`src/rtl/ss_pkg.sv`:
```
// ----------------------------------------------------------------------------
// ss_pkg
// Shared types and codes for the sorted set engine.
// ----------------------------------------------------------------------------
`default_nettype none

package ss_pkg;

  localparam int unsigned DEFAULT_CAPACITY = 64;

  localparam logic [2:0] CMD_INSERT   = 3'd0;
  localparam logic [2:0] CMD_DELETE   = 3'd1;
  localparam logic [2:0] CMD_SEARCH   = 3'd2;
  localparam logic [2:0] CMD_RETRIEVE = 3'd3;
  localparam logic [2:0] CMD_CLEAR    = 3'd4;

  localparam logic [2:0] ST_OK     = 3'd0;
  localparam logic [2:0] ST_DUP    = 3'd1;
  localparam logic [2:0] ST_ABSENT = 3'd2;
  localparam logic [2:0] ST_FULL   = 3'd3;
  localparam logic [2:0] ST_RANK   = 3'd4;

  typedef struct packed {
    logic [2:0]         status;
    logic signed [31:0] read_value;
    logic [6:0]         element_count;
    logic               is_empty;
  } ss_res_t;

endpackage

`default_nettype wire

```
`src/rtl/ss_ifs.sv`:
```
// ----------------------------------------------------------------------------
// ss_ifs
// Valid/ready channel interfaces for commands and results.
// ----------------------------------------------------------------------------
`default_nettype none

interface ss_in_if;
  logic               valid;
  logic               ready;
  logic [2:0]         cmd;
  logic signed [31:0] value;
  logic [5:0]         rank;

  modport source (output valid, output cmd, output value, output rank, input ready);
  modport sink   (input valid, input cmd, input value, input rank, output ready);
endinterface

interface ss_out_if;
  logic               valid;
  logic               ready;
  logic [2:0]         status;
  logic signed [31:0] read_value;
  logic [6:0]         element_count;
  logic               is_empty;

  modport source (output valid, output status, output read_value,
                  output element_count, output is_empty, input ready);
  modport sink   (input valid, input status, input read_value,
                  input element_count, input is_empty, output ready);
endinterface

`default_nettype wire

```
`src/rtl/ss_cmp.sv`:
```
// ----------------------------------------------------------------------------
// ss_cmp
// Shared signed 32-bit compare unit used by every search probe.
// ----------------------------------------------------------------------------
`default_nettype none

module ss_cmp (
  input  wire logic signed [31:0] a,
  input  wire logic signed [31:0] b,
  output logic                    lt,
  output logic                    eq
);

  assign lt = (a < b);
  assign eq = (a == b);

endmodule

`default_nettype wire

```
`src/rtl/ss_seq.sv`:
```
// ----------------------------------------------------------------------------
// ss_seq
// Sequencer and value store: binary search through the shared compare unit,
// then one-entry-per-step shifting for insert and delete.
// ----------------------------------------------------------------------------
`default_nettype none

module ss_seq import ss_pkg::*; #(
  parameter int unsigned CAPACITY = DEFAULT_CAPACITY
) (
  input  wire logic               clk,
  input  wire logic               rst_n,
  input  wire logic               start,
  input  wire logic [2:0]         cmd,
  input  wire logic signed [31:0] value,
  input  wire logic [5:0]         rank,
  input  wire logic               slot_free,
  output logic                    ready,
  output logic                    res_valid,
  output ss_res_t                 res
);

  localparam int unsigned AW = (CAPACITY > 1) ? $clog2(CAPACITY) : 1;
  localparam int unsigned CW = $clog2(CAPACITY + 1);
  localparam int unsigned XW = (CW > 6) ? CW : 6;

  typedef enum logic [3:0] {
    S_IDLE, S_PROBE, S_CMP, S_DECIDE, S_SH_RD, S_SH_WR, S_INS, S_RANK_WAIT, S_DONE
  } state_t;

  state_t             state_r, state_nxt;
  logic [2:0]         cmd_r, cmd_nxt;
  logic signed [31:0] val_r, val_nxt;
  logic [5:0]         rank_r, rank_nxt;
  logic [CW-1:0]      cnt_r, cnt_nxt;
  logic [CW-1:0]      lo_r, lo_nxt;
  logic [CW-1:0]      hi_r, hi_nxt;
  logic [CW-1:0]      mid_r, mid_nxt;
  logic [CW-1:0]      idx_r, idx_nxt;
  logic               hit_r, hit_nxt;
  logic [2:0]         status_r, status_nxt;
  logic signed [31:0] rdval_r, rdval_nxt;

  logic signed [31:0] mem [CAPACITY];
  logic signed [31:0] rd_data_r;
  logic [AW-1:0]      rd_addr;
  logic               we;
  logic [AW-1:0]      wa;
  logic signed [31:0] wd;

  logic               cmp_lt, cmp_eq;
  logic [CW:0]        sum;
  logic [CW-1:0]      mid;
  logic [CW-1:0]      idx_m1, idx_p1;
  logic [XW-1:0]      rank_x, cnt_x;
  logic [CW+6:0]      cnt_ext;

  ss_cmp u_cmp (
    .a  (rd_data_r),
    .b  (val_r),
    .lt (cmp_lt),
    .eq (cmp_eq)
  );

  assign sum    = {1'b0, lo_r} + {1'b0, hi_r};
  assign mid    = sum[CW:1];
  assign idx_m1 = idx_r - CW'(1);
  assign idx_p1 = idx_r + CW'(1);
  assign rank_x = XW'(rank_r);
  assign cnt_x  = XW'(cnt_r);

  always_ff @(posedge clk) begin
    if (we) begin
      mem[wa] <= wd;
    end
    rd_data_r <= mem[rd_addr];
  end

  always_comb begin
    state_nxt  = state_r;
    cmd_nxt    = cmd_r;
    val_nxt    = val_r;
    rank_nxt   = rank_r;
    cnt_nxt    = cnt_r;
    lo_nxt     = lo_r;
    hi_nxt     = hi_r;
    mid_nxt    = mid_r;
    idx_nxt    = idx_r;
    hit_nxt    = hit_r;
    status_nxt = status_r;
    rdval_nxt  = rdval_r;
    rd_addr    = '0;
    we         = 1'b0;
    wa         = '0;
    wd         = val_r;

    unique case (state_r)
      S_IDLE: begin
        if (start) begin
          cmd_nxt    = cmd;
          val_nxt    = value;
          rank_nxt   = rank;
          lo_nxt     = '0;
          hi_nxt     = cnt_r;
          hit_nxt    = 1'b0;
          status_nxt = ST_OK;
          rdval_nxt  = '0;
          state_nxt  = S_PROBE;
        end
      end
      S_PROBE: begin
        if (lo_r < hi_r) begin
          rd_addr   = mid[AW-1:0];
          mid_nxt   = mid;
          state_nxt = S_CMP;
        end else begin
          state_nxt = S_DECIDE;
        end
      end
      S_CMP: begin
        if (cmp_lt) begin
          lo_nxt = mid_r + CW'(1);
        end else begin
          hi_nxt = mid_r;
        end
        if (cmp_eq) begin
          hit_nxt = 1'b1;
        end
        state_nxt = S_PROBE;
      end
      S_DECIDE: begin
        state_nxt = S_DONE;
        unique case (cmd_r)
          CMD_INSERT: begin
            if (hit_r) begin
              status_nxt = ST_DUP;
            end else if (cnt_r >= CW'(CAPACITY)) begin
              status_nxt = ST_FULL;
            end else begin
              idx_nxt   = cnt_r;
              state_nxt = S_SH_RD;
            end
          end
          CMD_DELETE: begin
            if (!hit_r) begin
              status_nxt = ST_ABSENT;
            end else begin
              idx_nxt   = lo_r;
              state_nxt = S_SH_RD;
            end
          end
          CMD_SEARCH: begin
            status_nxt = hit_r ? ST_OK : ST_ABSENT;
          end
          CMD_RETRIEVE: begin
            if (rank_x < cnt_x) begin
              rd_addr   = rank_x[AW-1:0];
              state_nxt = S_RANK_WAIT;
            end else begin
              status_nxt = ST_RANK;
            end
          end
          CMD_CLEAR: begin
            cnt_nxt = '0;
          end
          default: begin
          end
        endcase
      end
      S_SH_RD: begin
        if (cmd_r == CMD_INSERT) begin
          if (idx_r > lo_r) begin
            rd_addr   = idx_m1[AW-1:0];
            state_nxt = S_SH_WR;
          end else begin
            state_nxt = S_INS;
          end
        end else begin
          if (idx_p1 < cnt_r) begin
            rd_addr   = idx_p1[AW-1:0];
            state_nxt = S_SH_WR;
          end else begin
            cnt_nxt   = cnt_r - CW'(1);
            state_nxt = S_DONE;
          end
        end
      end
      S_SH_WR: begin
        we        = 1'b1;
        wa        = idx_r[AW-1:0];
        wd        = rd_data_r;
        idx_nxt   = (cmd_r == CMD_INSERT) ? idx_m1 : idx_p1;
        state_nxt = S_SH_RD;
      end
      S_INS: begin
        we        = 1'b1;
        wa        = lo_r[AW-1:0];
        wd        = val_r;
        cnt_nxt   = cnt_r + CW'(1);
        state_nxt = S_DONE;
      end
      S_RANK_WAIT: begin
        rdval_nxt = rd_data_r;
        state_nxt = S_DONE;
      end
      S_DONE: begin
        if (slot_free) begin
          state_nxt = S_IDLE;
        end
      end
      default: state_nxt = S_IDLE;
    endcase
  end

  always_ff @(posedge clk) begin
    if (!rst_n) begin
      state_r <= S_IDLE;
      cnt_r   <= '0;
    end else begin
      state_r <= state_nxt;
      cnt_r   <= cnt_nxt;
    end
    cmd_r    <= cmd_nxt;
    val_r    <= val_nxt;
    rank_r   <= rank_nxt;
    lo_r     <= lo_nxt;
    hi_r     <= hi_nxt;
    mid_r    <= mid_nxt;
    idx_r    <= idx_nxt;
    hit_r    <= hit_nxt;
    status_r <= status_nxt;
    rdval_r  <= rdval_nxt;
  end

  assign cnt_ext = {7'd0, cnt_r};

  assign ready     = (state_r == S_IDLE);
  assign res_valid = (state_r == S_DONE);

  always_comb begin
    res.status        = status_r;
    res.read_value    = rdval_r;
    res.element_count = cnt_ext[6:0];
    res.is_empty      = (cnt_r == '0);
  end

endmodule

`default_nettype wire

```
`src/rtl/sorted_set_engine.sv`:
```
// ----------------------------------------------------------------------------
// sorted_set_engine
// Bounded store of distinct signed 32-bit values kept in ascending order.
// ----------------------------------------------------------------------------
// Usage:
//   in_chan carries one command per transaction (insert, delete, search,
//   retrieve by rank, clear) with its value and rank. out_chan returns
//   exactly one transaction per command: status, read value, element count
//   and empty flag after the operation.
//   Each command runs a binary search over the store: one read of the value
//   memory and one pass through the shared compare unit per probe, up to
//   clog2(count+1) probes. Insert then moves the entries above the insertion
//   point up one at a time, delete moves the entries above the removed one
//   down, each moved entry taking a read state and a write state; insert
//   finally writes the new value, delete lowers the count, and retrieve adds
//   a read of the ranked entry. One command is in flight at a time;
//   in_chan.ready is high only while the sequencer is idle. A result waits
//   in the output register while out_chan.ready is low; the next command is
//   taken meanwhile and holds at completion until the register frees. Reset
//   empties the store with no clearing pass.
// ----------------------------------------------------------------------------
`default_nettype none

module sorted_set_engine import ss_pkg::*; #(
  parameter int unsigned CAPACITY = DEFAULT_CAPACITY
) (
  input  wire logic clk,
  input  wire logic rst_n,
  ss_in_if.sink     in_chan,
  ss_out_if.source  out_chan
);

  logic    seq_ready;
  logic    res_valid;
  ss_res_t res;
  logic    slot_free;
  logic    in_fire;

  logic    out_valid_r, out_valid_nxt;
  ss_res_t out_res_r, out_res_nxt;

  assign in_fire   = in_chan.valid && seq_ready;
  assign slot_free = !out_valid_r || out_chan.ready;

  ss_seq #(
    .CAPACITY (CAPACITY)
  ) u_seq (
    .clk       (clk),
    .rst_n     (rst_n),
    .start     (in_fire),
    .cmd       (in_chan.cmd),
    .value     (in_chan.value),
    .rank      (in_chan.rank),
    .slot_free (slot_free),
    .ready     (seq_ready),
    .res_valid (res_valid),
    .res       (res)
  );

  always_comb begin
    out_valid_nxt = out_valid_r;
    out_res_nxt   = out_res_r;
    if (res_valid && slot_free) begin
      out_valid_nxt = 1'b1;
      out_res_nxt   = res;
    end else if (out_chan.ready) begin
      out_valid_nxt = 1'b0;
    end
  end

  always_ff @(posedge clk) begin
    if (!rst_n) begin
      out_valid_r <= 1'b0;
    end else begin
      out_valid_r <= out_valid_nxt;
    end
    out_res_r <= out_res_nxt;
  end

  assign in_chan.ready          = seq_ready;
  assign out_chan.valid         = out_valid_r;
  assign out_chan.status        = out_res_r.status;
  assign out_chan.read_value    = out_res_r.read_value;
  assign out_chan.element_count = out_res_r.element_count;
  assign out_chan.is_empty      = out_res_r.is_empty;

`ifndef SYNTHESIS
  a_no_early_result: assert property (@(posedge clk) disable iff (!rst_n)
    in_fire |=> !res_valid)
    else $error("result one cycle after command transaction");

  a_busy_not_ready: assert property (@(posedge clk) disable iff (!rst_n)
    res_valid |-> !seq_ready)
    else $error("input ready while a result is pending");

  a_empty_flag: assert property (@(posedge clk) disable iff (!rst_n)
    (res_valid && (CAPACITY < 128)) |-> (res.is_empty == (res.element_count == 7'd0)))
    else $error("empty flag disagrees with element count");

  a_out_loaded: assert property (@(posedge clk) disable iff (!rst_n)
    (res_valid && slot_free) |=> (out_valid_r && !res_valid))
    else $error("completed result not handed to output register");
`endif

endmodule

`default_nettype wire

```
`src/flat_wrapper.sv`:
```
// flat-port wrapper written by rule: the top's interface ports become plain ports
module sorted_set_engine_flat import ss_pkg::*;
#(
  parameter int unsigned CAPACITY = DEFAULT_CAPACITY
)
  (clk, rst_n, in_chan_valid, in_chan_cmd, in_chan_value, in_chan_rank, in_chan_ready, out_chan_valid, out_chan_status, out_chan_read_value, out_chan_element_count, out_chan_is_empty, out_chan_ready);
  ss_in_if in_chan_i ();
  ss_out_if out_chan_i ();
  input  wire logic clk;
  input  wire logic rst_n;
  input wire logic [$bits(in_chan_i.valid)-1:0] in_chan_valid;
  input wire logic [$bits(in_chan_i.cmd)-1:0] in_chan_cmd;
  input wire logic [$bits(in_chan_i.value)-1:0] in_chan_value;
  input wire logic [$bits(in_chan_i.rank)-1:0] in_chan_rank;
  output wire logic [$bits(in_chan_i.ready)-1:0] in_chan_ready;
  output wire logic [$bits(out_chan_i.valid)-1:0] out_chan_valid;
  output wire logic [$bits(out_chan_i.status)-1:0] out_chan_status;
  output wire logic [$bits(out_chan_i.read_value)-1:0] out_chan_read_value;
  output wire logic [$bits(out_chan_i.element_count)-1:0] out_chan_element_count;
  output wire logic [$bits(out_chan_i.is_empty)-1:0] out_chan_is_empty;
  input wire logic [$bits(out_chan_i.ready)-1:0] out_chan_ready;
  assign in_chan_i.valid = in_chan_valid;
  assign in_chan_i.cmd = in_chan_cmd;
  assign in_chan_i.value = in_chan_value;
  assign in_chan_i.rank = in_chan_rank;
  assign in_chan_ready = in_chan_i.ready;
  assign out_chan_valid = out_chan_i.valid;
  assign out_chan_status = out_chan_i.status;
  assign out_chan_read_value = out_chan_i.read_value;
  assign out_chan_element_count = out_chan_i.element_count;
  assign out_chan_is_empty = out_chan_i.is_empty;
  assign out_chan_i.ready = out_chan_ready;
  sorted_set_engine #(.CAPACITY(CAPACITY)) u_core (.clk(clk), .rst_n(rst_n), .in_chan(in_chan_i), .out_chan(out_chan_i));
endmodule
```
`config.mk`:
```
export PLATFORM = sky130hd
export DESIGN_NAME = sorted_set_engine_flat
export DESIGN_NICKNAME = d
export VERILOG_FILES = /design/src/rtl/ss_pkg.sv /design/src/rtl/ss_ifs.sv /design/src/rtl/ss_cmp.sv /design/src/rtl/ss_seq.sv /design/src/rtl/sorted_set_engine.sv /design/src/flat_wrapper.sv
export SDC_FILE = /design/constraint.sdc
export NUM_CORES = 2
export LEC_CHECK = 0
export BUFFER_PORTS_ARGS = -buffer_cell sky130_fd_sc_hd__buf_2
export CORE_ASPECT_RATIO = 2
export CORE_MARGIN = 2
export CORE_UTILIZATION = 30
export DETAILED_ROUTE_END_ITERATION = 7
export SLEW_MARGIN = 25
export SYNTH_ARGS = -nofsm -noshare
export SYNTH_HDL_FRONTEND = slang
export SYNTH_SLANG_ARGS = --single-unit
```
`constraint.sdc`:
```
create_clock -name clk -period 10.57 [get_ports clk]
set_input_delay 2.114 -clock clk [delete_from_list [all_inputs] [get_ports clk]]
set_output_delay 2.114 -clock clk [all_outputs]
set_load 0.02 [all_outputs]
```
==> qor.yml <==
run_status:
  status: "completed"
cts:
  cts_sinks: 2240
  cts_tree: "yes"
  holdBufCountCts: 0
  cts_buffer_depth: 4
  cts.htree.levels: 4
  clkTransAtPathRegs_ns: 0.08
  clock_latency_ns: 0.86
  cts_buffers: 180
  post-cts-setup-buffers: 0
  ctsResizeCount: 0
  cts_root_buf: "clkbuf_16"
timing:
  finalMaxSlewViolations: 0
  setup_slack_ns: 4.17
  fin_skew_ns: 0.0471
  rsz0062_at_grt: "no"
  hold_viol_final: 0
  fin_crit_ns: 6.40
  fmax_mhz: 156
  setup_viol: 0
  fin_setup_tns_ns: 0
  period_share_pct: 60.5
  holdWs_ns: 0.418
  tightest_slew_ns: 1.03
  slew_headroom_pct: 31.0
logic_synthesis:
  ys_types: 88
  synth-async-reset-ratio_pct: 0
  syn_nets: 4953
  synthCells: 4835
  synth_area_um2: 88400
  yosys_register_bits: 2240
  synth_edf_count: 2196
  ys_seq_area_share_pct: 75.6
  synth-main-ff-cell: "edfxtp_1"
  syn_avg_cell_area_um2: 18.3
  yosys_warnings: 0
setup_path:
  reg2reg_from: "u_core.u_seq.idx_r[2]$_DFFE_PP_"
  arrival_ns: 7.11
  cp_common_cell: "buf_4"
  ff2ff_setup_slack_ns: 4.17
  crit_fanout: 99
  path_cells: "nand3_1 > nor2_1 > xor2_1 > ha_1 > a21o_1 > a211oi_1 > o21ai_2 > nor2_2 > buf_4 > or3_4 > buf_12 > buf_4 > mux4_2 > mux2i_1 > o21ai_0 > nand4_1 > a2111oi_1"
  r2r_cells: 17
  critPathMaxStageDelay_ns: 0.78
  path_class: "register to register"
  slowest_stage: "buf_4"
  critPathLaunch: "u_core.u_seq.idx_r[2]$_DFFE_PP_"
  cp-start-kind: "register"
  cp-end-kind: "register"
  crit_end: "u_core.u_seq.rd_data_r[12]$_DFF_P_"
  timing.rr.end: "u_core.u_seq.rd_data_r[12]$_DFF_P_"
  cp.required_ns: 11.28
run:
  maxCapViolCount: 0
route:
  routedWlPerCell_um: 27.5
  drtPass1Iterations: 7
  routed_via_density: 5.23
  drtAntennaViolNets: 0
  drtIter0Drc: 4472
  drt-total-wl_mm: 246
  vias: 46733
  drc_errors: 0
global_route:
  gr-usage-met2_pct: 30.9
  grt_max_degree: 124
  grt_use_total_pct: 16.0
  grt_first_pass_wirelength_mm: 350
  antenna_found_initial: 5
  grt_pass1_vias: 47706
  busiest_layer: "met2"
  grt-ovfl-total: 0
  grt_use_met3_pct: 1.77
  use_met1_pct: 17.2
placement:
  place.gp.congestion: 0.880
  place_hpwl_mm: 149
  place_ws_ns: 4.24
  portBuffers: 89
cells_and_area:
  final_common_cell: "edfxtp_1"
  fin_util_pct: 34.2
  drive_gt1_share_pct: 19.9
  final_nets: 5097
  final_cell_mix: "2196 x edfxtp_1, 518 x nand2_1, 394 x mux4_2"
  syn_to_final_growth_pct: 13.2
min_path:
  hold_class: "register to register"
die:
  initial_utilization_pct: 30.2
  io-pin-count: 90
  core-area_um2: 293000
  fp-row-count: 281
  die_x_um: 388
  dieHeight_um: 772
  die-area_um2: 299000
pwr:
  p_switching_mw: 4.72
  power_frac_seq_pct: 53.6
  ir_drop_v: 0.000142
  pwr-share-comb_pct: 11.3
  clkPwrFrac_pct: 35.1
  switching_share_pct: 24.9
  power_density_nw_per_um2: 189
  p_leak_nw: 31.2
  power.internal_mw: 14.2
==> power by group through the flow <==
stage	clock network, mW	registers (mW)	logic, mW
3_3_place_gp	0	10.4	2.10
6_report	6.65	10.2	2.13
4_1_cts	6.76	10.2	2.15
3_5_place_dp	0	10.4	2.15
5_1_grt	7.03	10.2	2.28
2_1_floorplan	0	10.2	1.43
==> worst max-delay path: cells and delay by family (launching register included) <==
kind / cells / cell delay (ns)
and+or+nand+nor: 5 / 1.37
DFF: 1 / 0.67
muxes: 2 / 0.42
xor gates and xnor gates: 1 / 0.19
adders and majority gates: 1 / 0.26
buffers and inverters: 3 / 1.65
AOI/OAI and AO/OA: 5 / 1.49
==> stage by stage <==
stage | total power [mW] | instance area [um^2] | std cells
2_1_floorplan | 11.6 | 88400 | 4835
3_3_place_gp | 12.5 | 94400 | 8614
3_5_place_dp | 12.5 | 94500 | 8617
4_1_cts | 19.1 | 100000 | 8930
5_1_grt | 19.5 | 100000 | 8931
6_report | 19.0 | 100000 | 8932
==> sequential cells by signal, indices dropped and copies added, names as in the netlist, 6 cells and up <==
| register | cells |
|---|---|
| u_core.u_seq.mem | 2048 |
| u_core.out_chan.read_value | 32 |
| u_core.u_seq.rd_data_r | 32 |
| u_core.u_seq.rdval_r | 32 |
| u_core.u_seq.val_r | 32 |
| u_core.out_chan.element_count | 7 |
| u_core.u_seq.cnt_r | 7 |
| u_core.u_seq.hi_r | 7 |
| u_core.u_seq.idx_r | 7 |
| u_core.u_seq.lo_r | 7 |
| u_core.u_seq.mid_r | 7 |
| u_core.u_seq.rank_r | 6 |
==> Yosys cell counts (all sizes together), types with 5 or more instances <==
cell / instances / area share (%)
a31oi: 12 / 0.085
o22ai: 11 / 0.078
a311oi: 23 / 0.23
a311o: 7 / 0.079
and2: 42 / 0.30
a221oi: 50 / 0.50
a21o: 24 / 0.20
nand2b: 11 / 0.078
nand4: 14 / 0.099
or3: 20 / 0.14
mux4: 394 / 10
and3: 35 / 0.25
o32ai: 14 / 0.14
a211oi: 47 / 0.41
a22o: 7 / 0.071
buf: 151 / 1.0
o211ai: 14 / 0.12
a21oi: 156 / 0.88
o311ai: 5 / 0.050
o221ai: 5 / 0.050
o2111ai: 7 / 0.069
edfxtp: 2196 / 75
nor3: 89 / 0.53
or2: 15 / 0.11
xor2: 10 / 0.099
o21bai: 14 / 0.12
nor2: 153 / 0.66
inv: 65 / 0.28
a221o: 14 / 0.16
and4: 17 / 0.17
xnor2: 14 / 0.14
clkbuf: 123 / 0.52
a2111oi: 11 / 0.12
nand2: 520 / 2.2
dfxtp: 44 / 1.0
a22oi: 7 / 0.059
ha: 71 / 1.0
o21ai: 131 / 0.75
nand3: 103 / 0.59
nor4: 6 / 0.042
mux2i: 80 / 0.91
o31a: 46 / 0.46
nor2b: 14 / 0.099
==> cell type report <==
cell class,instances,area [um^2]
flip-flops and latches,2240,66800
repair buffers,236,1740
inverters,66,248
fillers,27312,193000
clock inverters,91,781
well taps,3820,4780
multi-input cells,2255,20900
clock buffers,222,4760
diodes,2,5.00
==> kinds of logic after synthesis <==
family	Yosys count	synth area share [%]
xor gates and xnor gates	24	0.238
buffers and inverters	340	1.84
adders and majority gates	73	1.05
and+or+nand+nor	1057	5.46
AOI/OAI and AO/OA	627	4.84
DFF	2240	75.6
muxes	474	10.9
==> layer usage <==
layer | routed length (um) | part of all wire [%]
met2 | 136000 | 55
met1 | 85000 | 35
met4 | 12800 | 5.2
met5 | 0 | 0
met3 | 12300 | 5.0
==> how the worst min path moves through the flow <==
stage,from,end,depth (start not counted),slack [ns]
3_3_place_gp,u_core.u_seq.rdval_r[22]$_SDFFCE_PN0P_,u_core.out_chan.read_value[22]$_DFFE_PP_,0,0.40
5_1_grt,u_core.u_seq.rdval_r[24]$_SDFFCE_PN0P_,u_core.out_chan.read_value[24]$_DFFE_PP_,0,0.42
3_5_place_dp,u_core.u_seq.rdval_r[13]$_SDFFCE_PN0P_,u_core.out_chan.read_value[13]$_DFFE_PP_,0,0.40
6_report,u_core.u_seq.rdval_r[13]$_SDFFCE_PN0P_,u_core.out_chan.read_value[13]$_DFFE_PP_,0,0.42
4_1_cts,u_core.u_seq.rdval_r[13]$_SDFFCE_PN0P_,u_core.out_chan.read_value[13]$_DFFE_PP_,0,0.42
2_1_floorplan,u_core.u_seq.rdval_r[0]$_SDFFCE_PN0P_,u_core.out_chan.read_value[0]$_DFFE_PP_,0,0.40
Note: power is estimated with default switching activity, not from simulation.
